## config.mk

```make
export PLATFORM = sky130hd
export DESIGN_NAME = forth_token_classifier_top
export DESIGN_NICKNAME = d
export VERILOG_FILES = /design/src/design/ftc_pkg.sv /design/src/design/ftc_lexer.sv /design/src/design/ftc_out_fifo.sv /design/src/design/forth_token_classifier_top.sv
export SDC_FILE = /design/constraint.sdc
export NUM_CORES = 1
export LEC_CHECK = 0
export ABC_AREA = 1
export BUFFER_PORTS_ARGS = -buffer_cell sky130_fd_sc_hd__buf_2
export CORE_MARGIN = 3
export CORE_UTILIZATION = 49
export CTS_CLUSTER_SIZE = 40
export DETAILED_ROUTE_END_ITERATION = 8
export HOLD_SLACK_MARGIN = 0.06
export PLACE_DENSITY = 0.66
export SLEW_MARGIN = 15
export SYNTH_ARGS = -nofsm -noshare
export SYNTH_HDL_FRONTEND = slang
export SYNTH_SLANG_ARGS = --single-unit
```

## constraint.sdc

```tcl
create_clock -name clk -period 5.5 [get_ports clk]
set_clock_uncertainty 0.05 [all_clocks]
set_input_delay 0.55 -clock clk [delete_from_list [all_inputs] [get_ports clk]]
set_output_delay 0.55 -clock clk [all_outputs]
set_load 0.02 [all_outputs]
```

## src/design/ftc_pkg.sv

```systemverilog
// ----------------------------------------------------------------------------
// ftc_pkg
// Types, codes and helper functions for the Forth token classifier.
// ----------------------------------------------------------------------------
package ftc_pkg;

  localparam int MaxWord     = 256;
  localparam int MaxNest     = 15;
  localparam int LengthLimit = 4095;
  localparam int FifoDepth   = 4;

  typedef logic [20:0] cp_t;
  typedef logic [11:0] len_t;

  typedef struct packed {
    cp_t  code_point;
    logic end_of_input;
  } in_item_t;

  typedef struct packed {
    logic [3:0] token_kind;
    len_t       token_length;
    logic       last_result;
  } out_item_t;

  typedef enum logic [3:0] {
    K_END     = 4'd0,
    K_COMMENT = 4'd1,
    K_DELIM   = 4'd2,
    K_CONTENT = 4'd3,
    K_SEP     = 4'd4,
    K_STRING  = 4'd5,
    K_NUMBER  = 4'd6,
    K_CHAR    = 4'd7,
    K_COLON   = 4'd8,
    K_SEMI    = 4'd9,
    K_WORD    = 4'd10,
    K_ERROR   = 4'd11
  } kind_t;

  typedef enum logic [2:0] {
    MODE_TOP   = 3'd0,
    MODE_LEFT  = 3'd1,
    MODE_RIGHT = 3'd2
  } mode_t;

  typedef enum logic [3:0] {
    PH_IDLE    = 4'd0,
    PH_COMMENT = 4'd1,
    PH_WORD    = 4'd2,
    PH_STRING  = 4'd3,
    PH_CONTENT = 4'd4
  } phase_t;

  typedef enum logic [3:0] {
    N_START   = 4'd0,
    N_SIGN    = 4'd1,
    N_HEXNEED = 4'd2,
    N_HEX     = 4'd3,
    N_BINNEED = 4'd4,
    N_BIN     = 4'd5,
    N_OCTNEED = 4'd6,
    N_OCT     = 4'd7,
    N_ZERO    = 4'd8,
    N_INT     = 4'd9,
    N_FRAC    = 4'd10,
    N_EXP     = 4'd11,
    N_EXPSIGN = 4'd12,
    N_EXPDIG  = 4'd13,
    N_REJ     = 4'd14
  } num_t;

  localparam logic [2:0] OpStart = 3'd0;
  localparam logic [2:0] OpDead  = 3'd7;

  typedef struct packed {
    mode_t      mode;
    phase_t     phase;
    len_t       count;
    num_t       num;
    logic [2:0] op;
    logic [3:0] depth;
    logic       dash;
    len_t       spaces;
    logic [7:0] fc0;
    logic [7:0] fc1;
    logic [7:0] fc2;
    logic       ascii;
  } lex_state_t;

  function automatic logic is_ch(cp_t c, logic [7:0] ch);
    return c == {13'd0, ch};
  endfunction

  function automatic logic is_blank(cp_t c);
    return is_ch(c, " ") || is_ch(c, 8'h09) || is_ch(c, 8'h0a) ||
           is_ch(c, 8'h0d) || is_ch(c, 8'h0c) || is_ch(c, 8'h0b);
  endfunction

  function automatic logic is_dec(cp_t c);
    return c >= 21'd48 && c <= 21'd57;
  endfunction

  function automatic logic is_hex(cp_t c);
    return is_dec(c) || (c >= 21'd97 && c <= 21'd102) || (c >= 21'd65 && c <= 21'd70);
  endfunction

  function automatic len_t sat_add(len_t a, logic [12:0] b);
    logic [13:0] s;
    s = {2'b00, a} + {1'b0, b};
    return (s > 14'(LengthLimit)) ? len_t'(LengthLimit) : s[11:0];
  endfunction

  function automatic num_t num_body(cp_t c);
    if (is_ch(c, "$")) return N_HEXNEED;
    if (is_ch(c, "%")) return N_BINNEED;
    if (is_ch(c, "&")) return N_OCTNEED;
    if (is_ch(c, "0")) return N_ZERO;
    if (is_dec(c)) return N_INT;
    return N_REJ;
  endfunction

  function automatic num_t num_step(num_t s, cp_t c);
    logic sign;
    logic ex;
    sign = is_ch(c, "+") || is_ch(c, "-");
    ex   = is_ch(c, "e") || is_ch(c, "E");
    case (s)
      N_START: return sign ? N_SIGN : num_body(c);
      N_SIGN: return num_body(c);
      N_HEXNEED, N_HEX: return is_hex(c) ? N_HEX : N_REJ;
      N_BINNEED, N_BIN: return (is_ch(c, "0") || is_ch(c, "1")) ? N_BIN : N_REJ;
      N_OCTNEED, N_OCT: return (c >= 21'd48 && c <= 21'd55) ? N_OCT : N_REJ;
      N_ZERO: begin
        if (is_ch(c, "x") || is_ch(c, "X")) return N_HEXNEED;
        if (is_dec(c)) return N_INT;
        if (is_ch(c, ".")) return N_FRAC;
        return ex ? N_EXP : N_REJ;
      end
      N_INT: begin
        if (is_dec(c)) return N_INT;
        if (is_ch(c, ".")) return N_FRAC;
        return ex ? N_EXP : N_REJ;
      end
      N_FRAC: begin
        if (is_dec(c)) return N_FRAC;
        return ex ? N_EXP : N_REJ;
      end
      N_EXP: begin
        if (sign) return N_EXPSIGN;
        return is_dec(c) ? N_EXPDIG : N_REJ;
      end
      N_EXPSIGN, N_EXPDIG: return is_dec(c) ? N_EXPDIG : N_REJ;
      default: return N_REJ;
    endcase
  endfunction

  function automatic logic num_accepts(num_t s);
    return s == N_ZERO || s == N_INT || s == N_FRAC || s == N_EXPDIG ||
           s == N_HEX || s == N_BIN || s == N_OCT;
  endfunction

  function automatic lex_state_t clear_token(lex_state_t s);
    lex_state_t r;
    r        = s;
    r.phase  = PH_IDLE;
    r.count  = '0;
    r.num    = N_START;
    r.op     = OpStart;
    r.depth  = '0;
    r.dash   = 1'b0;
    r.spaces = '0;
    r.fc0    = '0;
    r.fc1    = '0;
    r.fc2    = '0;
    r.ascii  = 1'b1;
    return r;
  endfunction

endpackage

```

## src/design/ftc_lexer.sv

```systemverilog
// ----------------------------------------------------------------------------
// ftc_lexer
// Tokenizer state and per-character next-state and result logic.
// ----------------------------------------------------------------------------
module ftc_lexer (
  input  logic               clk,
  input  logic               rst,
  input  logic               take,
  input  ftc_pkg::in_item_t  item,
  output logic [1:0]         nres,
  output ftc_pkg::out_item_t res0,
  output ftc_pkg::out_item_t res1
);

  ftc_pkg::lex_state_t st;
  ftc_pkg::lex_state_t st_next;
  ftc_pkg::out_item_t  r [2];
  logic [1:0]          k;

  function automatic ftc_pkg::lex_state_t feed_word(ftc_pkg::lex_state_t s,
                                                     ftc_pkg::cp_t c);
    ftc_pkg::lex_state_t n;
    ftc_pkg::cp_t        lc;
    logic [2:0]          op;
    n  = s;
    lc = (c >= 21'd65 && c <= 21'd90) ? (c | 21'd32) : c;
    op = ftc_pkg::OpDead;
    if (c > 21'd127 || s.count >= 12'(ftc_pkg::MaxWord) ||
        s.count >= 12'(ftc_pkg::LengthLimit)) n.ascii = 1'b0;
    if (s.count == 12'd0) n.fc0 = c[7:0];
    if (s.count == 12'd1) n.fc1 = c[7:0];
    if (s.count == 12'd2) n.fc2 = c[7:0];
    n.num   = ftc_pkg::num_step(s.num, c);
    n.count = ftc_pkg::sat_add(s.count, 13'd1);
    if ((s.op == 3'd1 || s.op == 3'd6) && ftc_pkg::is_ch(c, "\"")) begin
      n.op    = ftc_pkg::OpDead;
      n.phase = ftc_pkg::PH_STRING;
    end else begin
      if (s.op == ftc_pkg::OpStart) begin
        if (ftc_pkg::is_ch(c, ".") || ftc_pkg::is_ch(lc, "s") || ftc_pkg::is_ch(lc, "c"))
          op = 3'd1;
        else if (ftc_pkg::is_ch(lc, "a")) op = 3'd2;
      end else if (s.op == 3'd2 && ftc_pkg::is_ch(lc, "b")) op = 3'd3;
      else if (s.op == 3'd3 && ftc_pkg::is_ch(lc, "o")) op = 3'd4;
      else if (s.op == 3'd4 && ftc_pkg::is_ch(lc, "r")) op = 3'd5;
      else if (s.op == 3'd5 && ftc_pkg::is_ch(lc, "t")) op = 3'd6;
      n.op    = op;
      n.phase = ftc_pkg::PH_WORD;
    end
    return n;
  endfunction

  function automatic ftc_pkg::kind_t word_kind(ftc_pkg::lex_state_t s);
    if (s.ascii) begin
      if (s.count == 12'd1 && s.fc0 == ":") return ftc_pkg::K_COLON;
      if (s.count == 12'd1 && s.fc0 == ";") return ftc_pkg::K_SEMI;
      if (s.count == 12'd3 && s.fc0 == "'" && s.fc2 == "'") return ftc_pkg::K_CHAR;
      if (ftc_pkg::num_accepts(s.num)) return ftc_pkg::K_NUMBER;
    end
    return ftc_pkg::K_WORD;
  endfunction

  function automatic ftc_pkg::lex_state_t take_content(ftc_pkg::lex_state_t s);
    ftc_pkg::lex_state_t n;
    n        = s;
    n.count  = ftc_pkg::sat_add(s.count, {1'b0, s.spaces} + 13'd1);
    n.spaces = '0;
    n.dash   = 1'b0;
    n.phase  = ftc_pkg::PH_CONTENT;
    return n;
  endfunction

  always_comb begin
    ftc_pkg::lex_state_t s;
    ftc_pkg::cp_t        c;
    logic                done;
    logic                sep;
    s    = st;
    c    = item.code_point;
    done = 1'b0;
    sep  = st.mode == ftc_pkg::MODE_LEFT;
    k    = 2'd0;
    r[0] = '0;
    r[1] = '0;
    if (item.end_of_input) begin
      if (s.mode == ftc_pkg::MODE_TOP) begin
        if (s.phase == ftc_pkg::PH_COMMENT) begin
          r[k[0]] = '{ftc_pkg::K_COMMENT, s.count, 1'b0}; k = k + 2'd1;
        end else if (s.phase == ftc_pkg::PH_WORD) begin
          r[k[0]] = '{word_kind(s), s.count, 1'b0}; k = k + 2'd1;
        end else if (s.phase == ftc_pkg::PH_STRING) begin
          r[k[0]] = '{ftc_pkg::K_STRING, s.count, 1'b0}; k = k + 2'd1;
        end
        r[k[0]] = '{ftc_pkg::K_END, 12'd0, 1'b0}; k = k + 2'd1;
      end else begin
        if (s.dash) s = take_content(s);
        if (s.phase == ftc_pkg::PH_CONTENT) begin
          r[k[0]] = '{ftc_pkg::K_CONTENT, s.count, 1'b0}; k = k + 2'd1;
        end
        r[k[0]] = '{ftc_pkg::K_ERROR, 12'd0, 1'b0}; k = k + 2'd1;
      end
      s      = ftc_pkg::clear_token(s);
      s.mode = ftc_pkg::MODE_TOP;
    end else if (s.mode == ftc_pkg::MODE_TOP) begin
      case (s.phase)
        ftc_pkg::PH_COMMENT: begin
          if (ftc_pkg::is_ch(c, 8'h0a) || ftc_pkg::is_ch(c, 8'h0d)) begin
            r[k[0]] = '{ftc_pkg::K_COMMENT, s.count, 1'b0}; k = k + 2'd1;
            s = ftc_pkg::clear_token(s);
          end else s.count = ftc_pkg::sat_add(s.count, 13'd1);
        end
        ftc_pkg::PH_STRING: begin
          s.count = ftc_pkg::sat_add(s.count, 13'd1);
          if (ftc_pkg::is_ch(c, "\"")) begin
            r[k[0]] = '{ftc_pkg::K_STRING, s.count, 1'b0}; k = k + 2'd1;
            s = ftc_pkg::clear_token(s);
          end
        end
        ftc_pkg::PH_WORD: begin
          if (ftc_pkg::is_blank(c)) begin
            r[k[0]] = '{word_kind(s), s.count, 1'b0}; k = k + 2'd1;
            s = ftc_pkg::clear_token(s);
          end else s = feed_word(s, c);
        end
        default: begin
          if (!ftc_pkg::is_blank(c)) begin
            s = ftc_pkg::clear_token(s);
            if (ftc_pkg::is_ch(c, "\\")) begin
              s.phase = ftc_pkg::PH_COMMENT;
              s.count = 12'd1;
            end else if (ftc_pkg::is_ch(c, "(")) begin
              r[k[0]] = '{ftc_pkg::K_DELIM, 12'd1, 1'b0}; k = k + 2'd1;
              s.mode = ftc_pkg::MODE_LEFT;
            end else s = feed_word(s, c);
          end
        end
      endcase
    end else begin
      if (s.dash) begin
        s.dash = 1'b0;
        if (ftc_pkg::is_ch(c, "-")) begin
          if (s.phase == ftc_pkg::PH_CONTENT) begin
            r[k[0]] = '{ftc_pkg::K_CONTENT, s.count, 1'b0}; k = k + 2'd1;
          end
          r[k[0]] = '{ftc_pkg::K_SEP, 12'd2, 1'b0}; k = k + 2'd1;
          s      = ftc_pkg::clear_token(s);
          s.mode = ftc_pkg::MODE_RIGHT;
          done   = 1'b1;
        end else s = take_content(s);
      end
      if (!done && s.phase != ftc_pkg::PH_CONTENT && ftc_pkg::is_blank(c)) done = 1'b1;
      if (!done && s.depth == 4'd0 && ftc_pkg::is_ch(c, ")")) begin
        if (s.phase == ftc_pkg::PH_CONTENT) begin
          r[k[0]] = '{ftc_pkg::K_CONTENT, s.count, 1'b0}; k = k + 2'd1;
        end
        r[k[0]] = '{ftc_pkg::K_DELIM, 12'd1, 1'b0}; k = k + 2'd1;
        s      = ftc_pkg::clear_token(s);
        s.mode = ftc_pkg::MODE_TOP;
        done   = 1'b1;
      end
      if (!done && s.depth == 4'd0 && sep && ftc_pkg::is_ch(c, "-")) begin
        s.dash = 1'b1;
        done   = 1'b1;
      end
      if (!done) begin
        if (ftc_pkg::is_ch(c, "(")) begin
          if (s.depth < 4'(ftc_pkg::MaxNest)) s.depth = s.depth + 4'd1;
        end else if (ftc_pkg::is_ch(c, ")")) begin
          s.depth = s.depth - 4'd1;
        end else if (ftc_pkg::is_blank(c)) begin
          s.spaces = ftc_pkg::sat_add(s.spaces, 13'd1);
          done     = 1'b1;
        end
        if (!done) s = take_content(s);
      end
    end
    if (k == 2'd1) r[0].last_result = 1'b1;
    if (k == 2'd2) r[1].last_result = 1'b1;
    st_next = s;
  end

  assign nres = take ? k : 2'd0;
  assign res0 = r[0];
  assign res1 = r[1];

  // all-zero state is top mode, so clearing it gives the reset state
  always_ff @(posedge clk) begin
    if (rst) begin
      st <= ftc_pkg::clear_token('0);
    end else if (take) begin
      st <= st_next;
    end
  end

endmodule

```

## src/design/ftc_out_fifo.sv

```systemverilog
// ----------------------------------------------------------------------------
// ftc_out_fifo
// Small result queue; takes up to two results per cycle, gives one per cycle unless out_stall holds it.
// ----------------------------------------------------------------------------
module ftc_out_fifo (
  input  logic               clk,
  input  logic               rst,
  input  logic [1:0]         npush,
  input  ftc_pkg::out_item_t din0,
  input  ftc_pkg::out_item_t din1,
  output logic               room,
  output logic               out_valid,
  input  logic               out_stall,
  output ftc_pkg::out_item_t out_item
);

  ftc_pkg::out_item_t mem [ftc_pkg::FifoDepth];
  logic [1:0]         wr_ptr;
  logic [1:0]         rd_ptr;
  logic [2:0]         count;
  logic               pop;

  assign pop       = out_valid && !out_stall;
  assign out_valid = count != 3'd0;
  assign out_item  = mem[rd_ptr];
  assign room      = count <= 3'(ftc_pkg::FifoDepth - 2);

  always_ff @(posedge clk) begin
    if (npush != 2'd0) mem[wr_ptr] <= din0;
    if (npush == 2'd2) mem[wr_ptr + 2'd1] <= din1;
  end

  always_ff @(posedge clk) begin
    if (rst) begin
      wr_ptr <= '0;
      rd_ptr <= '0;
      count  <= '0;
    end else begin
      wr_ptr <= wr_ptr + npush;
      if (pop) rd_ptr <= rd_ptr + 2'd1;
      count <= count + {1'b0, npush} - {2'b00, pop};
    end
  end

endmodule

```

## src/design/forth_token_classifier_top.sv

```systemverilog
// ----------------------------------------------------------------------------
// forth_token_classifier_top
// Streaming Forth tokenizer: one code point in, token kind and length out.
// ----------------------------------------------------------------------------
// Input channel (in_valid/in_stall/in_item) carries one code point or an
// end-of-input mark per word. Output channel (out_valid/out_stall/out_item)
// carries one token result per word; a character yields zero, one or two
// results, and last_result marks the final one for that character.
// Each accepted character updates the lexer state in the same edge; its
// results are written into a four-entry result queue that feeds out_item.
// Throughput is one character per cycle while the queue has room for two
// results; the queue drains one result per cycle while out_stall is low,
// so a run of two-result characters is paced by the output side.
// in_stall rises when fewer than two queue slots are free, i.e. whenever
// results back up behind a stalled receiver or two-result characters.
// Reset (rst, synchronous) empties the queue and puts the lexer in top
// mode between tokens.
// ----------------------------------------------------------------------------
module forth_token_classifier_top (
  input  logic               clk,
  input  logic               rst,
  input  logic               in_valid,
  output logic               in_stall,
  input  ftc_pkg::in_item_t  in_item,
  output logic               out_valid,
  input  logic               out_stall,
  output ftc_pkg::out_item_t out_item
);

  logic               take;
  logic               room;
  logic [1:0]         nres;
  ftc_pkg::out_item_t res0;
  ftc_pkg::out_item_t res1;

  assign in_stall = !room;
  assign take     = in_valid && room;

  ftc_lexer u_lexer (
    .clk  (clk),
    .rst  (rst),
    .take (take),
    .item (in_item),
    .nres (nres),
    .res0 (res0),
    .res1 (res1)
  );

  ftc_out_fifo u_fifo (
    .clk       (clk),
    .rst       (rst),
    .npush     (nres),
    .din0      (res0),
    .din1      (res1),
    .room      (room),
    .out_valid (out_valid),
    .out_stall (out_stall),
    .out_item  (out_item)
  );

endmodule

```

==> impl_metrics.yaml <==
synth:
  avgSynthCellArea_um2: 6.58
  synth_area_um2: 11000
  synth_cells: 1668
  ys_warn_count: 0
  async_flop_share_pct: 0
  synth_nets: 1740
  yosys.cell_types.count: 60
  ys_ff_latch: 136
  synthFlopType: "edfxtp_1"
  synth_edf_count: 68
  seq_area_frac_synth_pct: 31.0
cts:
  ctsRootBufferMaster: "clkbuf_16"
  cts-resized-gates: 0
  clock-sinks: 136
  h-tree-depth: 4
  insertion_delay_ns: 0.43
  numCtsBuffers: 17
  path_clk_slew_ns: 0.06
  cts_tree: "built"
  post_cts_buffers: 0
  hold_buffers: 0
  clockBufferDepth: 2
timing:
  fin_crit_ns: 4.89
  tns_ns: 0
  rsz0062_at_grt: "false"
  hold_viol_final: 0
  fmax_ghz: 0.205
  tightest_slew_ns: 1.15
  max_slew_margin_pct: 22.6
  setup_viol: 0
  final.period_utilization_pct: 88.9
  report.final.slew_viol_count: 0
layout:
  fin_cells: 1986
  nFillCells: 2160
  layout.nets: 1765
  n_antenna_cell: 0
  fin_area_um2: 12000
  fin_util_pct: 54.8
  area_delta_synth_final_pct: 9.22
  drive_gt1_share_pct: 8.62
routing:
  drt-initial-drc-count: 1123
  wl_per_cell_um: 17.1
  post-route-drc-count: 0
  antenna_left: 0
  viasPerCell: 5.76
  firstDrtPassIters: 6
  via_count: 11447
  drt-total-wl_mm: 34.0
floorplanning:
  start_util_pct: 50.2
  die_h_um: 156
  dieArea_um2: 24200
  io_pins: 45
  num_rows: 54
  die_w_um: 156
  core_um2: 21900
setup_path:
  max_stage_delay_ns: 0.40
  crit_path_max_fanout: 11
  worstPathArrival_ns: 5.11
  worst_path_max_delay_cell: "fa_1"
  required_ns: 5.73
  cp-end-kind: "flop"
  cp-start-kind: "primary input"
  crit_type: "primary input to flop"
pwr:
  cellPowerDensity_nw_per_um2: 282
  vdd_drop_max_uv: 203
  p_leak_uw: 0.00499
job:
  drv_cap: 0
placement:
  dp_hpwl_mm: 26.0
  placed_cell_area_um2: 11400
  numPortBuffers: 44
  routabilityCongestion: 0.960
  dp_cells: 1954
global_routing:
  grt_pass1_wl_mm: 55.4
  antenna_found_initial: 0
  grt_pass1_vias: 10576
  track_usage_pct: 28.1
  grt_max_degree: 61
  gr-total-overflow: 0
run_status:
  status: "finished clean"
min_path:
  min_path_type: "flop to flop"
-- state kept, by name, indices dropped and copies added, names as in the netlist, named ones only --
signal	flops
u_fifo.rd_ptr	2
u_lexer.st	59
u_fifo.wr_ptr	2
u_fifo.mem	68
u_fifo.count	3
-- worst max-delay path, delay by kind of cell --
| kind | cells | cell delay (ns) |
|---|---|---|
| compound gates | 5 | 0.51 |
| fa+ha+maj | 3 | 0.85 |
| buf+inv | 2 | 0.26 |
| simple gates | 23 | 2.81 |
| xor+xnor | 1 | 0.12 |
-- stage by stage --
stage               hold WS, ns  worst slack [ns]  power [µW]
finish                    0.414             0.612        3380
global route              0.413             0.106        3560
CTS                       0.407             0.731        3390
detailed placement        0.399             0.358        2270
global placement          0.393             0.523        2260
floorplan                 0.380              1.11        1990
-- power breakdown --
group	switching, µW	internal, µW	total [µW]
Sequential	69.4	1190	1260
Clock	513	609	1120
Combinational	700	292	992
-- metal layers --
| metal | up-vias | share of wire, % | GRT usage (%) |
|---|---|---|---|
| li1 | 5696 | - | - |
| met1 | 5237 | 46 | 39.7 |
| met2 | 457 | 45 | 44.4 |
| met3 | 57 | 6.9 | 4.69 |
| met4 | 0 | 2.1 | 8.63 |
| met5 | - | 0 | 0 |
-- area by class of cell --
class                      instances  area (µm²)  area share (%)
clock buffer                      18         439            3.66
multi-input combinational       1279        6580            54.8
sequential                       136        3400            28.4
tap                              280         350            2.92
inverter                         198         746            6.22
clock inverter                    14         130            1.09
timing repair buffer              61         348            2.90
-- cells in the mapped netlist (4+ instances only) --
cell type    n  area (µm²)
a211oi_1     6        45.0
a21oi_1    141         706
a31oi_1     11        68.8
buf_2       12        60.1
clkbuf_1    34         128
dfxtp_1     68        1360
edfxtp_1    68        2040
ha_1        43         538
inv_1      186         698
inv_2        8        30.0
nand2_1    356        1340
nand2_2     13        81.3
nand3_1     85         425
nand4_1     29         181
nand4_2      4        50.1
nor2_1     259         972
nor2_2       6        37.5
nor2_4       5        56.3
nor3_1      28         140
nor4_1       9        56.3
o2111ai_1    7        61.3
o211ai_1    10        75.1
o21ai_0    143         716
o21ai_1     21         105
o221ai_1     6        52.6
o22ai_1     18         113
o31ai_1      9        67.6
xnor2_1      5        43.8
xor2_1      22         193
-- layout by cell type, fill, tap and decap left out, types with 6 or more instances in the layout --
master | netlist | layout
nor3_1 | 28 | 28
xor2_1 | 22 | 22
nor4_1 | 9 | 9
buf_2 | 12 | 44
edfxtp_1 | 68 | 68
nand3_1 | 85 | 85
o22ai_1 | 18 | 18
o31ai_1 | 9 | 9
nor2_1 | 259 | 259
o211ai_1 | 10 | 10
ha_1 | 43 | 43
o2111ai_1 | 7 | 7
o221ai_1 | 6 | 6
clkbuf_16 | 0 | 17
inv_1 | 186 | 186
buf_4 | 3 | 17
nor2_2 | 6 | 6
nand2_1 | 356 | 356
o21ai_0 | 143 | 143
a211oi_1 | 6 | 6
dfxtp_1 | 68 | 68
a31oi_1 | 11 | 11
inv_2 | 8 | 8
nand4_1 | 29 | 29
nand2_2 | 13 | 13
o21ai_1 | 21 | 21
a21oi_1 | 141 | 141
-- final timing paths --
check	slack, ns	startpoint	endpoint	cells past startpoint
worst max-delay path	0.61	in_item[4]	u_lexer.st[59]$_SDFFE_PP0P_	34
worst min-delay path	0.41	u_lexer.st[4]$_SDFFE_PP0P_	u_lexer.st[4]$_SDFFE_PP0P_	2
worst max register to register	0.73	u_lexer.st[49]$_SDFFE_PP0P_	u_lexer.st[59]$_SDFFE_PP0P_	28
worst min register to register	0.41	u_lexer.st[4]$_SDFFE_PP0P_	u_lexer.st[4]$_SDFFE_PP0P_	2
-- logic make-up after synthesis --
family          share of synthesized area (%)
compound gates                           20.4
xor+xnor                                 2.15
fa+ha+maj                                5.45
buf+inv                                  9.12
flops                                    31.0
simple gates                             31.8
(Power assumes the default switching activity.)
